File: src/rtl/core/paced_test_packet_sequencer_defines.svh
// ----------------------------------------------------------------------------
// Paced test packet sequencer assertion macros
// Shared property wrappers; the including module supplies clk and arst_n.
// ----------------------------------------------------------------------------
`ifndef PACED_TEST_PACKET_SEQUENCER_DEFINES_SVH
`define PACED_TEST_PACKET_SEQUENCER_DEFINES_SVH

// same-cycle implication
`define PTPS_ASSERT_IMP(lbl, ante, cons) \
	lbl: assert property (@(posedge clk) disable iff (!arst_n) (ante) |-> (cons)) \
		else $error("ptps assertion failed");

// next-cycle implication
`define PTPS_ASSERT_NXT(lbl, ante, cons) \
	lbl: assert property (@(posedge clk) disable iff (!arst_n) (ante) |=> (cons)) \
		else $error("ptps assertion failed");

`endif

File: src/rtl/core/ptps_pkg.sv
// ----------------------------------------------------------------------------
// ptps_pkg
// Types, constants and codes shared by the paced test packet sequencer.
// ----------------------------------------------------------------------------
`default_nettype none

package ptps_pkg;

	localparam int MAX_PER_TICK_DEF = 63;

	localparam int PPT_W   = 6;
	localparam int EPM_W   = 10;
	localparam int LAP_W   = 16;
	localparam int CNT32_W = 32;
	localparam int SEC_W   = 32;
	localparam int USEC_W  = 20;
	localparam int MK_W    = 3;
	localparam int CREDIT_W = 11;
	localparam int US_W    = 53;  // sec * 1e6 + usec, usec up to 2^20-1

	localparam int CFG_IDX_W  = 2;
	localparam int CFG_DATA_W = 32;

	localparam int IN_TDATA_W  = 56;   // sec, usec, pad
	localparam int OUT_TDATA_W = 152;  // marker, seq, sec, usec, min, max, pad

	localparam logic [USEC_W-1:0]   USEC_PER_SEC = 20'd1000000;
	localparam logic [CREDIT_W-1:0] CREDIT_FULL  = 11'd1000;
	localparam logic [CNT32_W-1:0]  GAP_MIN_INIT = 32'h07FF_FFFF;

	localparam logic [PPT_W-1:0]   PPT_RST   = 6'd1;
	localparam logic [EPM_W-1:0]   EPM_RST   = 10'd0;
	localparam logic [LAP_W-1:0]   LAP_RST   = 16'd100;
	localparam logic [CNT32_W-1:0] TOTAL_RST = 32'd10000;

	typedef enum logic [MK_W-1:0] {
		MK_START = 3'd0,
		MK_CONT  = 3'd1,
		MK_LAP   = 3'd2,
		MK_END   = 3'd3,
		MK_FIN   = 3'd4
	} ptps_marker_t;

	typedef enum logic [CFG_IDX_W-1:0] {
		CFG_PPT   = 2'd0,
		CFG_EPM   = 2'd1,
		CFG_LAP   = 2'd2,
		CFG_TOTAL = 2'd3
	} ptps_cfg_idx_t;

	// controller -> datapath
	typedef struct packed {
		logic capture;   // latch input request
		logic prod;      // sec * 1e6
		logic sum;       // + usec
		logic gap;       // gap, prev time, credit, count, start remainder
		logic upd;       // min/max update
		logic rem_load;  // take lap remainder
		logic emit;      // load one packet stamp
		logic fin;       // load finish stamp
	} ptps_cmd_t;

	// datapath -> controller
	typedef struct packed {
		logic running;
		logic div_done;
		logic n_zero;
		logic emit_last;
		logic out_free;
	} ptps_stat_t;

endpackage

`default_nettype wire

File: src/rtl/core/paced_test_packet_sequencer.sv
// ----------------------------------------------------------------------------
// paced_test_packet_sequencer
// Turns timer tick and finish requests into a paced stream of packet stamps.
// ----------------------------------------------------------------------------
// Usage:
//   Slave channel takes one request per handshake: tuser = func (0 tick,
//   1 finish), tdata = time stamp seconds and microseconds.
//   Master channel gives one packet stamp per handshake; tlast marks the
//   final stamp caused by a request.
//   cfg_wr_en/cfg_addr/cfg_wdata write the four rate registers; write only
//   while the block is idle.
// Timing:
//   A tick runs a gap pipeline (multiply, add, subtract/saturate, min/max)
//   while the bit-serial lap remainder unit, started at the subtract step,
//   works out the lap remainder; the first stamp is loaded once it is done.
//   Stamps then leave one per cycle while the receiver is ready, n stamps
//   per tick (n up to MAX_PER_TICK + 1). A finish request loads one stamp.
//   A tick on a stopped stream is dropped.
// Reset: registers return to their defaults, count and credit clear, the
//   stream is marked running. Receiver stall holds the output register and
//   pauses emission; nothing is lost.
// ----------------------------------------------------------------------------
`default_nettype none

module paced_test_packet_sequencer import ptps_pkg::*; #(
	parameter int MAX_PER_TICK = MAX_PER_TICK_DEF
) (
	input  wire logic                  clk,
	input  wire logic                  arst_n,
	// configuration write port
	input  wire logic                  cfg_wr_en,
	input  wire logic [CFG_IDX_W-1:0]  cfg_addr,
	input  wire logic [CFG_DATA_W-1:0] cfg_wdata,
	// request channel
	input  wire logic                  s_tvalid,
	output logic                       s_tready,
	input  wire logic [IN_TDATA_W-1:0] s_tdata,   // stamp_sec, stamp_usec, pad
	input  wire logic                  s_tuser,   // func
	// stamp channel
	output logic                       m_tvalid,
	input  wire logic                  m_tready,
	output logic [OUT_TDATA_W-1:0]     m_tdata,   // marker, sequence_res, out_sec,
	                                              // out_usec, min_gap, max_gap, pad
	output logic                       m_tlast    // last_of_run
);

	ptps_cmd_t  cmd;
	ptps_stat_t stat;

	// sequencing: which step of a request runs this cycle
	ptps_ctrl u_ctrl (
		.clk      (clk),
		.arst_n   (arst_n),
		.s_tvalid (s_tvalid),
		.s_tuser  (s_tuser),
		.s_tready (s_tready),
		.stat     (stat),
		.cmd      (cmd)
	);

	// all arithmetic, state and the output register
	ptps_dp #(
		.MAX_PER_TICK (MAX_PER_TICK)
	) u_dp (
		.clk       (clk),
		.arst_n    (arst_n),
		.cfg_wr_en (cfg_wr_en),
		.cfg_addr  (cfg_addr),
		.cfg_wdata (cfg_wdata),
		.s_tdata   (s_tdata),
		.m_tvalid  (m_tvalid),
		.m_tready  (m_tready),
		.m_tdata   (m_tdata),
		.m_tlast   (m_tlast),
		.cmd       (cmd),
		.stat      (stat)
	);

endmodule

`default_nettype wire

File: src/rtl/core/ptps_rem_div.sv
// ----------------------------------------------------------------------------
// ptps_rem_div
// Bit-serial remainder unit: count mod lap interval, one bit per cycle.
// ----------------------------------------------------------------------------
`default_nettype none

module ptps_rem_div import ptps_pkg::*; (
	input  wire logic               clk,
	input  wire logic               arst_n,
	input  wire logic               start,
	input  wire logic [CNT32_W-1:0] dividend,
	input  wire logic [LAP_W-1:0]   divisor,
	output logic                    busy,
	output logic [LAP_W-1:0]        rem
);

	localparam int BIT_W = $clog2(CNT32_W);

	logic               busy_q;
	logic [BIT_W-1:0]   bit_q;
	logic [CNT32_W-1:0] dvd_q;
	logic [LAP_W-1:0]   rem_q;
	logic [LAP_W:0]     trial;
	logic [LAP_W:0]     trial_sub;

	assign trial     = {rem_q, dvd_q[CNT32_W-1]};
	assign trial_sub = (trial >= {1'b0, divisor}) ? (trial - {1'b0, divisor}) : trial;

	always_ff @(posedge clk or negedge arst_n) begin
		if (!arst_n) begin
			busy_q <= 1'b0;
			bit_q  <= '0;
		end else if (start) begin
			busy_q <= 1'b1;
			bit_q  <= '0;
		end else if (busy_q) begin
			bit_q <= bit_q + BIT_W'(1);
			if (bit_q == BIT_W'(CNT32_W - 1))
				busy_q <= 1'b0;
		end
	end

	always_ff @(posedge clk) begin
		if (start) begin
			dvd_q <= dividend;
			rem_q <= '0;
		end else if (busy_q) begin
			dvd_q <= {dvd_q[CNT32_W-2:0], 1'b0};
			rem_q <= trial_sub[LAP_W-1:0];
		end
	end

	assign busy = busy_q;
	assign rem  = rem_q;

endmodule

`default_nettype wire

File: src/rtl/core/ptps_dp.sv
// ----------------------------------------------------------------------------
// ptps_dp
// Datapath: config registers, gap tracking, credit, sequence and output reg.
// ----------------------------------------------------------------------------
`default_nettype none
`include "paced_test_packet_sequencer_defines.svh"

module ptps_dp import ptps_pkg::*; #(
	parameter int MAX_PER_TICK = MAX_PER_TICK_DEF
) (
	input  wire logic                   clk,
	input  wire logic                   arst_n,
	input  wire logic                   cfg_wr_en,
	input  wire logic [CFG_IDX_W-1:0]   cfg_addr,
	input  wire logic [CFG_DATA_W-1:0]  cfg_wdata,
	input  wire logic [IN_TDATA_W-1:0]  s_tdata,
	output logic                        m_tvalid,
	input  wire logic                   m_tready,
	output logic [OUT_TDATA_W-1:0]      m_tdata,
	output logic                        m_tlast,
	input  wire ptps_cmd_t              cmd,
	output ptps_stat_t                  stat
);

	localparam int CNT_W = $clog2(MAX_PER_TICK + 2);
	localparam logic [PPT_W-1:0] MAX_WHOLE = PPT_W'(MAX_PER_TICK);

	// config
	logic [PPT_W-1:0]   ppt_q;
	logic [EPM_W-1:0]   epm_q;
	logic [LAP_W-1:0]   lap_q;
	logic [CNT32_W-1:0] total_q;

	// state
	logic [CNT32_W-1:0]  sent_q;
	logic [CREDIT_W-1:0] credit_q;
	logic                running_q;
	logic [US_W-1:0]     prev_us_q;
	logic [CNT32_W-1:0]  min_q;
	logic [CNT32_W-1:0]  max_q;

	// item and gap pipeline
	logic [SEC_W-1:0]   sec_q;
	logic [USEC_W-1:0]  usec_q;
	logic [US_W-2:0]    prod_s1;
	logic [US_W-1:0]    now_s2;
	logic [CNT32_W-1:0] gap_s3;

	// emission
	logic [LAP_W-1:0] rem_q;
	logic [CNT_W-1:0] n_q;
	logic [CNT_W-1:0] idx_q;

	// output register
	logic               ovalid_q;
	logic [MK_W-1:0]    mk_q;
	logic [CNT32_W-1:0] seq_q;
	logic [SEC_W-1:0]   osec_q;
	logic [USEC_W-1:0]  ousec_q;
	logic [CNT32_W-1:0] omin_q;
	logic [CNT32_W-1:0] omax_q;
	logic               last_q;

	// divider
	logic             div_busy;
	logic [LAP_W-1:0] div_rem;

	// comb
	logic [US_W:0]       diff;
	logic [CNT32_W-1:0]  gap_sat;
	logic [CREDIT_W-1:0] credit_sum;
	logic                extra;
	logic [PPT_W-1:0]    whole;
	logic [CNT32_W-1:0]  cnt_next;
	logic [LAP_W:0]      rem_inc;
	logic [LAP_W-1:0]    rem_next;
	ptps_marker_t        mk_next;
	logic                emit_last;
	logic                out_free;

	ptps_rem_div u_rem_div (
		.clk      (clk),
		.arst_n   (arst_n),
		.start    (cmd.gap),
		.dividend (sent_q),
		.divisor  (lap_q),
		.busy     (div_busy),
		.rem      (div_rem)
	);

	always_ff @(posedge clk or negedge arst_n) begin
		if (!arst_n) begin
			ppt_q   <= PPT_RST;
			epm_q   <= EPM_RST;
			lap_q   <= LAP_RST;
			total_q <= TOTAL_RST;
		end else if (cfg_wr_en) begin
			case (ptps_cfg_idx_t'(cfg_addr))
				CFG_PPT:   ppt_q   <= cfg_wdata[PPT_W-1:0];
				CFG_EPM:   epm_q   <= cfg_wdata[EPM_W-1:0];
				CFG_LAP:   lap_q   <= cfg_wdata[LAP_W-1:0];
				CFG_TOTAL: total_q <= cfg_wdata[CNT32_W-1:0];
				default: ;
			endcase
		end
	end

	// saturated gap against previous tick
	assign diff = {1'b0, now_s2} - {1'b0, prev_us_q};
	always_comb begin
		if (diff[US_W])
			gap_sat = '0;
		else if (|diff[US_W-1:CNT32_W])
			gap_sat = '1;
		else
			gap_sat = diff[CNT32_W-1:0];
	end

	assign credit_sum = credit_q + CREDIT_W'(epm_q);
	assign extra      = (credit_sum >= CREDIT_FULL);
	assign whole      = (ppt_q > MAX_WHOLE) ? MAX_WHOLE : ppt_q;

	// next stamp; a count wrapping to zero is a multiple of any interval
	assign cnt_next = sent_q + 32'd1;
	assign rem_inc  = {1'b0, rem_q} + 17'd1;
	assign rem_next = ((rem_inc == {1'b0, lap_q}) || (cnt_next == '0)) ? '0
	                                                                   : rem_inc[LAP_W-1:0];

	always_comb begin
		if (cnt_next == 32'd1)
			mk_next = MK_START;
		else if (cnt_next >= total_q)
			mk_next = MK_END;
		else if ((lap_q != '0) && (rem_next == '0))
			mk_next = MK_LAP;
		else
			mk_next = MK_CONT;
	end

	assign emit_last = (idx_q == (n_q - CNT_W'(1)));
	assign out_free  = !ovalid_q || m_tready;

	always_ff @(posedge clk) begin
		if (cmd.capture) begin
			sec_q  <= s_tdata[SEC_W-1:0];
			usec_q <= s_tdata[SEC_W+USEC_W-1:SEC_W];
		end
		if (cmd.prod)
			prod_s1 <= (US_W-1)'(sec_q) * (US_W-1)'(USEC_PER_SEC);
		if (cmd.sum)
			now_s2 <= {1'b0, prod_s1} + US_W'(usec_q);
		if (cmd.gap) begin
			gap_s3 <= gap_sat;
			n_q    <= CNT_W'(whole) + CNT_W'(extra);
		end
		if (cmd.rem_load)
			rem_q <= div_rem;
		else if (cmd.emit)
			rem_q <= rem_next;
	end

	always_ff @(posedge clk or negedge arst_n) begin
		if (!arst_n) begin
			sent_q    <= '0;
			credit_q  <= '0;
			running_q <= 1'b1;
			prev_us_q <= '0;
			min_q     <= GAP_MIN_INIT;
			max_q     <= '0;
			idx_q     <= '0;
		end else begin
			if (cmd.gap) begin
				prev_us_q <= now_s2;
				credit_q  <= extra ? (credit_sum - CREDIT_FULL) : credit_sum;
				idx_q     <= '0;
			end
			if (cmd.upd && (sent_q > 32'd1)) begin
				if (gap_s3 < min_q)
					min_q <= gap_s3;
				if (gap_s3 > max_q)
					max_q <= gap_s3;
			end
			if (cmd.emit) begin
				sent_q <= cnt_next;
				idx_q  <= idx_q + CNT_W'(1);
				if (mk_next == MK_END)
					running_q <= 1'b0;
			end else if (cmd.fin) begin
				sent_q <= cnt_next;
			end
		end
	end

	always_ff @(posedge clk or negedge arst_n) begin
		if (!arst_n)
			ovalid_q <= 1'b0;
		else if (cmd.emit || cmd.fin)
			ovalid_q <= 1'b1;
		else if (m_tready)
			ovalid_q <= 1'b0;
	end

	always_ff @(posedge clk) begin
		if (cmd.emit || cmd.fin) begin
			mk_q    <= cmd.fin ? MK_FIN : mk_next;
			seq_q   <= cnt_next;
			osec_q  <= sec_q;
			ousec_q <= usec_q;
			omin_q  <= min_q;
			omax_q  <= max_q;
			last_q  <= cmd.fin ? 1'b1 : emit_last;
		end
	end

	assign m_tvalid = ovalid_q;
	assign m_tlast  = last_q;
	assign m_tdata  = {1'b0, omax_q, omin_q, ousec_q, osec_q, seq_q, mk_q};

	assign stat.running   = running_q;
	assign stat.div_done  = !div_busy;
	assign stat.n_zero    = (n_q == '0);
	assign stat.emit_last = emit_last;
	assign stat.out_free  = out_free;

	`PTPS_ASSERT_NXT(a_running_sticky, !running_q, !running_q)
	`PTPS_ASSERT_IMP(a_load_into_free_slot, cmd.emit || cmd.fin, out_free)
	`PTPS_ASSERT_NXT(a_seq_follows_count, cmd.emit || cmd.fin, seq_q == $past(sent_q) + 32'd1)

endmodule

`default_nettype wire

File: src/rtl/core/ptps_ctrl.sv
// ----------------------------------------------------------------------------
// ptps_ctrl
// Controller: sequences gap pipeline, remainder wait and stamp emission.
// ----------------------------------------------------------------------------
`default_nettype none

module ptps_ctrl import ptps_pkg::*; (
	input  wire logic       clk,
	input  wire logic       arst_n,
	input  wire logic       s_tvalid,
	input  wire logic       s_tuser,
	output logic            s_tready,
	input  wire ptps_stat_t stat,
	output ptps_cmd_t       cmd
);

	typedef enum logic [2:0] {
		ST_IDLE,
		ST_PROD,
		ST_SUM,
		ST_GAP,
		ST_UPD,
		ST_WAIT,
		ST_EMIT,
		ST_FIN
	} state_t;

	state_t state_q;
	logic   accept;

	assign s_tready = (state_q == ST_IDLE);
	assign accept   = s_tvalid && s_tready;

	always_comb begin
		cmd          = '0;
		cmd.capture  = accept;
		cmd.prod     = (state_q == ST_PROD);
		cmd.sum      = (state_q == ST_SUM);
		cmd.gap      = (state_q == ST_GAP);
		cmd.upd      = (state_q == ST_UPD);
		cmd.rem_load = (state_q == ST_WAIT) && stat.div_done;
		cmd.emit     = (state_q == ST_EMIT) && stat.out_free;
		cmd.fin      = (state_q == ST_FIN) && stat.out_free;
	end

	always_ff @(posedge clk or negedge arst_n) begin
		if (!arst_n) begin
			state_q <= ST_IDLE;
		end else begin
			case (state_q)
				ST_IDLE: begin
					if (accept) begin
						if (s_tuser)
							state_q <= ST_FIN;
						else if (stat.running)
							state_q <= ST_PROD;
					end
				end
				ST_PROD: state_q <= ST_SUM;
				ST_SUM:  state_q <= ST_GAP;
				ST_GAP:  state_q <= ST_UPD;
				ST_UPD:  state_q <= ST_WAIT;
				ST_WAIT: begin
					if (stat.div_done)
						state_q <= stat.n_zero ? ST_IDLE : ST_EMIT;
				end
				ST_EMIT: begin
					if (stat.out_free && stat.emit_last)
						state_q <= ST_IDLE;
				end
				ST_FIN: begin
					if (stat.out_free)
						state_q <= ST_IDLE;
				end
				default: state_q <= ST_IDLE;
			endcase
		end
	end

endmodule

`default_nettype wire

File: config.mk
export PLATFORM = sky130hd
export DESIGN_NAME = paced_test_packet_sequencer
export DESIGN_NICKNAME = d
export VERILOG_FILES = /design/src/rtl/core/ptps_pkg.sv /design/src/rtl/core/paced_test_packet_sequencer.sv /design/src/rtl/core/ptps_rem_div.sv /design/src/rtl/core/ptps_dp.sv /design/src/rtl/core/ptps_ctrl.sv
export VERILOG_INCLUDE_DIRS = /design/src /design/src/rtl/core
export SDC_FILE = /design/constraint.sdc
export NUM_CORES = 2
export LEC_CHECK = 0
export BUFFER_PORTS_ARGS = -buffer_cell sky130_fd_sc_hd__buf_2
export CAP_MARGIN = 30
export CORE_UTILIZATION = 35
export DETAILED_ROUTE_END_ITERATION = 10
export GPL_TIMING_DRIVEN = 0
export HOLD_SLACK_MARGIN = 0.02
export SYNTH_ARGS = -nofsm -noshare
export SYNTH_HDL_FRONTEND = slang
export SYNTH_SLANG_ARGS = --single-unit
export TNS_END_PERCENT = 5
File: constraint.sdc
create_clock -name clk -period 5.92 [get_ports clk]
set_input_delay 1.776 -clock clk [delete_from_list [all_inputs] [get_ports clk]]
set_output_delay 1.776 -clock clk [all_outputs]
set_load 0.005 [all_outputs]
; ---- After elaboration in Yosys (flattened, before gate mapping)
; Cells that the tools add are included.
; Widths: inputs -> output; s select.
[op_classes]
add_sub_neg = 11
eq_ne = 20
order_cmp = 7
n_mul = 1
reduce_logical = 32
n_mux = 31
[op_table]
columns = operator, count
row1 = $mux 32, 5
row2 = $mux 16, 4
row3 = $sub 53x53->54, 1
row4 = $add 52x20->53, 1
row5 = $mul 32x14->46 const B, 1
row6 = $add 32x1->32 const B, 1
row7 = $eq 32x1->1 const B, 1
row8 = $ge 32x32->1, 1
row9 = $gt 32x1->1 const B, 1
row10 = $gt 32x32->1, 1
row11 = $logic_not 32->1, 1
row12 = $lt 32x32->1, 1
row13 = $mux 3, 9
row14 = $pmux 3 s8, 1
row15 = $reduce_or 21->1, 1
row16 = $add 16x1->17 const B, 1
row17 = $eq 17x16->1, 1
row18 = $ge 17x16->1, 1
row19 = $logic_not 16->1, 1
row20 = $reduce_bool 16->1, 1
row21 = $sub 16x16->16, 1
row22 = $mux 7, 2
row23 = $reduce_and 2->1, 7
row24 = $eq 3x3->1 const B, 4
row25 = 30 further kinds, 53
[totals]
in_bits = 96
register_bits = 648
output_inout_bits = 155
wordCells = 133

; ---- Longest topological paths before layout
[logic_depth]
depth_word = 11
depth_mapped = 24
ltp_nobuf = 24

; ---- By module
; From an unflattened synthesis, not the netlist that was laid out.
[hier_totals]
hier_cells = 3589
hier_area_um2 = 40264.9
[modules_own_cells]
columns = module, cells_each, area_each_um2, n_inst
row1 = ptps_dp, 3263, 36775.3, 1
row2 = ptps_rem_div, 288, 3176.8, 1
row3 = ptps_ctrl, 38, 312.8, 1

; ---- Least setup slack after synthesis
; No wires, ideal clock.
[synth_path]
kind = input port to flip-flop
start = input m_tready
end = register u_dp.sent_q[29]
cell_stages = 7
path_slack_ns = -1.575
setup_ns = 0.137
path_buffers = 2
required_ns = 5.783
t_arrival_ns = 7.359
cell_sequence = nand2b_1 > nand3_1 > inv_1 > clkbuf_1 > buf_1 > nand2_1 > xnor2_1
[synth_via]
elab_chain_cells = 3
word_cells_on_any_way = 5
[synth_rtl]
columns = item, line_no
row1 = "start, declared", paced_test_packet_sequencer.sv:41  ; input wire logic m_tready,
row2 = $logic_or 1x1->1 *, ptps_dp.sv:141  ; assign out_free = !ovalid_q || m_tready;
row3 = $logic_and 1x1->1 (on tied branches), "ptps_ctrl.sv:42, ptps_ctrl.sv:43"
row4 = $mux 32 / $reduce_bool 2->1 (equally long branches), --
row5 = "end signal, assigned", ptps_dp.sv:184  ; sent_q <= cnt_next;
row6 = "end signal, assigned", ptps_dp.sv:189  ; sent_q <= cnt_next;
row7 = "end, declared", ptps_dp.sv:35  ; logic [CNT32_W-1:0] sent_q;
; Mark *: on every way between the ends. The rest lies on a longest branch, timed or not.
; A chain may end at the register's enable or synchronous reset.

; ---- Worst setup path in the final report
[layout_path]
start = register u_dp.sec_q[5]
end = register u_dp.prod_s1[42], data pin
[layout_via]
elab_chain_cells = 1
[layout_rtl]
columns = item, line_no
row1 = "start, declared", ptps_dp.sv:43  ; logic [SEC_W-1:0] sec_q;
row2 = "start signal, assigned", ptps_dp.sv:145  ; sec_q <= s_tdata[SEC_W-1:0];
row3 = $mul 32x14->46, ptps_dp.sv:149  ; prod_s1 <= (US_W-1)'(sec_q) * (US_W-1)'(USEC_PER_SEC);
row4 = "end signal, assigned", ptps_dp.sv:149
row5 = "end, declared", ptps_dp.sv:45  ; logic [US_W-2:0] prod_s1;
; Every way passes these cells.

==> metrics.txt <==
clock slew at reported path FFs=0.06 ns; worst path cell trace=fa_1, inv_1, fa_1, inv_2, fa_1, inv_2, fa_1, inv_2, ha_4, fa_1, ha_4, a21o_1, a21o_1, a21o_1, a311oi_2, a31o_2, o21ai_4, a221oi_2, buf_4, o22ai_4, o21a_1, nor2_2, xnor2_1; Yosys reg bits=648; CP Depth=23; CP startpoint kind=flip-flop; DRC Markers=0; Routed WL per cell=16.9 µm; worst reg2reg endpoint=u_dp.prod_s1[42]$_DFFE_PP_; overflow left after global routing=0; total of max-cap violations=0; initial antenna violation count=3; EDFF count, synth=390; vias post-DR=27002; Top Family by Delay on Critical Path=adder cells; 1st-iter DRT viols=1775; CP bufs+invs=5; PortBufs=245; crit path capture=u_dp.prod_s1[42]$_DFFE_PP_; CTS tree=built; crit end category=flip-flop; post-DP HPWL=70000 µm; Layout Skew=0.0386 ns; final WL=92400 µm; Netlist cell types=78; total CTS buffers=77; number of global-route vias before repair=26115; HP Class=reg -> reg; drt pass-1 iters=5; first-pass GRT wire length=145000 µm; layout cell share with drive strength beyond 1=0.171; mapped cell area=0.0393 mm²; Reg2Reg Depth=23; CTS Hold Bufs=0; ys flop type=edfxtp_1; Total Die Area=0.114 mm²; Clock Latency Late Sink=0.66 ns; Initial Utilization=0.354; Max-slew headroom=0.311; largest net degree at the start of global routing=98; Mean Syn Cell Area=11.1 µm²; io pins=251; biggest regs=u_dp.now_s2 x53, u_dp.prev_us_q x53, u_dp.prod_s1 x46; Clock Path Buffers=3; critical path class=reg -> reg; row count=122; ys async rst share=0.373; Final Core Density=0.413; status=finished, violations left; r2r setup slk=-0.04 ns; H-tree depth=3; worst stage delay on the critical path=0.57 ns; Required @ worst endpoint=6.31 ns; most used cell, CP=fa_1; Nets=4513; DIE HEIGHT=337 µm; Vias per Instance=4.93; area grow syn2layout=16.7%; Slew @ Worst Pin=1.03 ns; Slowest cell on crit path=fa_1; reg2reg start=u_dp.sec_q[5]$_DFFE_PP_; Seq/Total Area, Yosys=0.462; DIE WIDTH=337 µm; CORE AREA=0.111 mm²; Post-Syn Instances=3545; setup TNS=-0.0902 ns; PnR worst setup slack=-0.0426 ns; RSZ-0062 raised after global routing=yes; Final Max Tran Viols=0; failing checks=negative setup slack; Max Clock Freq=168 MHz; fillers=10630; start point of the critical path=u_dp.sec_q[5]$_DFFE_PP_; Period minus WS final=5.96 ns; clk sinks=648; syn_nets=4134; Worst Path Arrival=6.35 ns; setup violators final=3; Overall Global Routing Usage=0.162; crit path max fanout=4; Placer Congestion=0.879; Antenna Cells=0; Root Buffer=clkbuf_16; Final Hold Fails=0; pre-CTS setup slack=-1.04 ns; YS warnings=0; Post-DRT Antenna Nets=0; period utilization=1.01
==> cell usage after synthesis (66+ instances only) <==
cell      count  area [µm²]
xnor2_1     160        1400
ha_1        354        4430
clkbuf_1     90         338
dfrtp_1     205        5130
nand3_1      70         350
fa_1        139        2780
nor2_1      129         484
nand2_1     323        1210
a21oi_1     180         901
a21o_1       66         495
inv_1       401        1510
xor2_1       88         771
mux2_2      131        1480
o21ai_0     184         921
edfxtp_1    390       11700
==> kinds of logic (layout without fill, tap and decap cells) <==
logic type / count (synthesis) / after routing / share of synthesized area
adders and majority gates: 493 / 493 / 0.184
buffers and inverters: 510 / 953 / 0.0496
xor gates and xnor gates: 248 / 248 / 0.0553
muxes: 146 / 146 / 0.0414
DFF: 648 / 648 / 0.462
and+or+nand+nor: 833 / 833 / 0.102
other: 1 / 1 / 0.0000955
AOI/OAI and AO/OA: 666 / 666 / 0.106
==> routing by layer <==
layer / GRT usage / vias to the layer above / wire length (µm)
met3: 0.0297 / 116 / 4580
li1: - / 13246 / -
met4: 0.0416 / 6 / 1950
met1: 0.226 / 13039 / 43800
met2: 0.258 / 595 / 42100
met5: 0 / - / 31
==> how the worst min path moves through the flow <==
stage | startpoint | endpoint | slack (ns) | cells past startpoint
floorplan | u_dp.usec_q[0]$_DFFE_PP_ | u_dp.now_s2[0]$_DFFE_PN_ | 0.42 | 0
global placement | u_dp.usec_q[0]$_DFFE_PP_ | u_dp.now_s2[0]$_DFFE_PN_ | 0.44 | 0
detailed placement | u_dp.usec_q[0]$_DFFE_PP_ | u_dp.now_s2[0]$_DFFE_PN_ | 0.45 | 0
CTS | u_dp.usec_q[0]$_DFFE_PP_ | u_dp.now_s2[0]$_DFFE_PN_ | 0.46 | 0
global route | u_dp.running_q$_DFFE_PN1P_ | u_dp.running_q$_DFFE_PN1P_ | 0.47 | 1
finish | u_dp.usec_q[0]$_DFFE_PP_ | u_dp.now_s2[0]$_DFFE_PN_ | 0.47 | 0
==> final cells by class <==
cell class	instances	area (µm²)	area share
well taps	1488	1860	0.0406
flip-flops and latches	648	18100	0.396
multi-input cells	2387	19400	0.424
repair buffers	303	1800	0.0392
plain buffers	105	442	0.00964
clock buffers	92	2090	0.0455
clock inverters	51	556	0.0121
inverters	402	1520	0.0332
==> stage by stage <==
step / std cells / instance area, µm² / hold slack, ns
2_1_floorplan: 3545 / 39300 / 0.421
3_3_place_gp: 5278 / 42400 / 0.437
3_5_place_dp: 5292 / 42600 / 0.449
4_1_cts: 5463 / 45700 / 0.463
5_1_grt: 5476 / 45800 / 0.469
6_report: 5476 / 45800 / 0.468
==> what timing repair did <==
item,4_1_cts,5_1_grt
gates resized for setup,39,19
endpoints found under the setup margin,20,13
gates cloned,0,0
setup buffers,30,13
pin swaps,21,34
==> cell usage in the layout (no fill, tap or decap), drive strengths merged, types with 11 or more instances in the layout <==
master,count
inv,406
edfxtp,390
ha,354
nand2,323
buf,319
dfrtp,205
o21ai,184
clkbuf,181
a21oi,180
xnor2,160
fa,139
mux2,131
nor2,129
xor2,88
nand3,70
a21o,66
nand4,54
a31oi,51
and3,44
nor3,43
dfstp,37
nor2b,33
nand2b,32
clkinv,29
nor4,22
and2,22
o31ai,21
o21bai,20
o211ai,19
o21a,17
dfxtp,16
mux2i,15
a21boi,15
or3,14
a211oi,14
clkinvlp,11
Power is not shown: default switching activity piles up to over one toggle a cycle in this logic, so the estimate is an artifact.
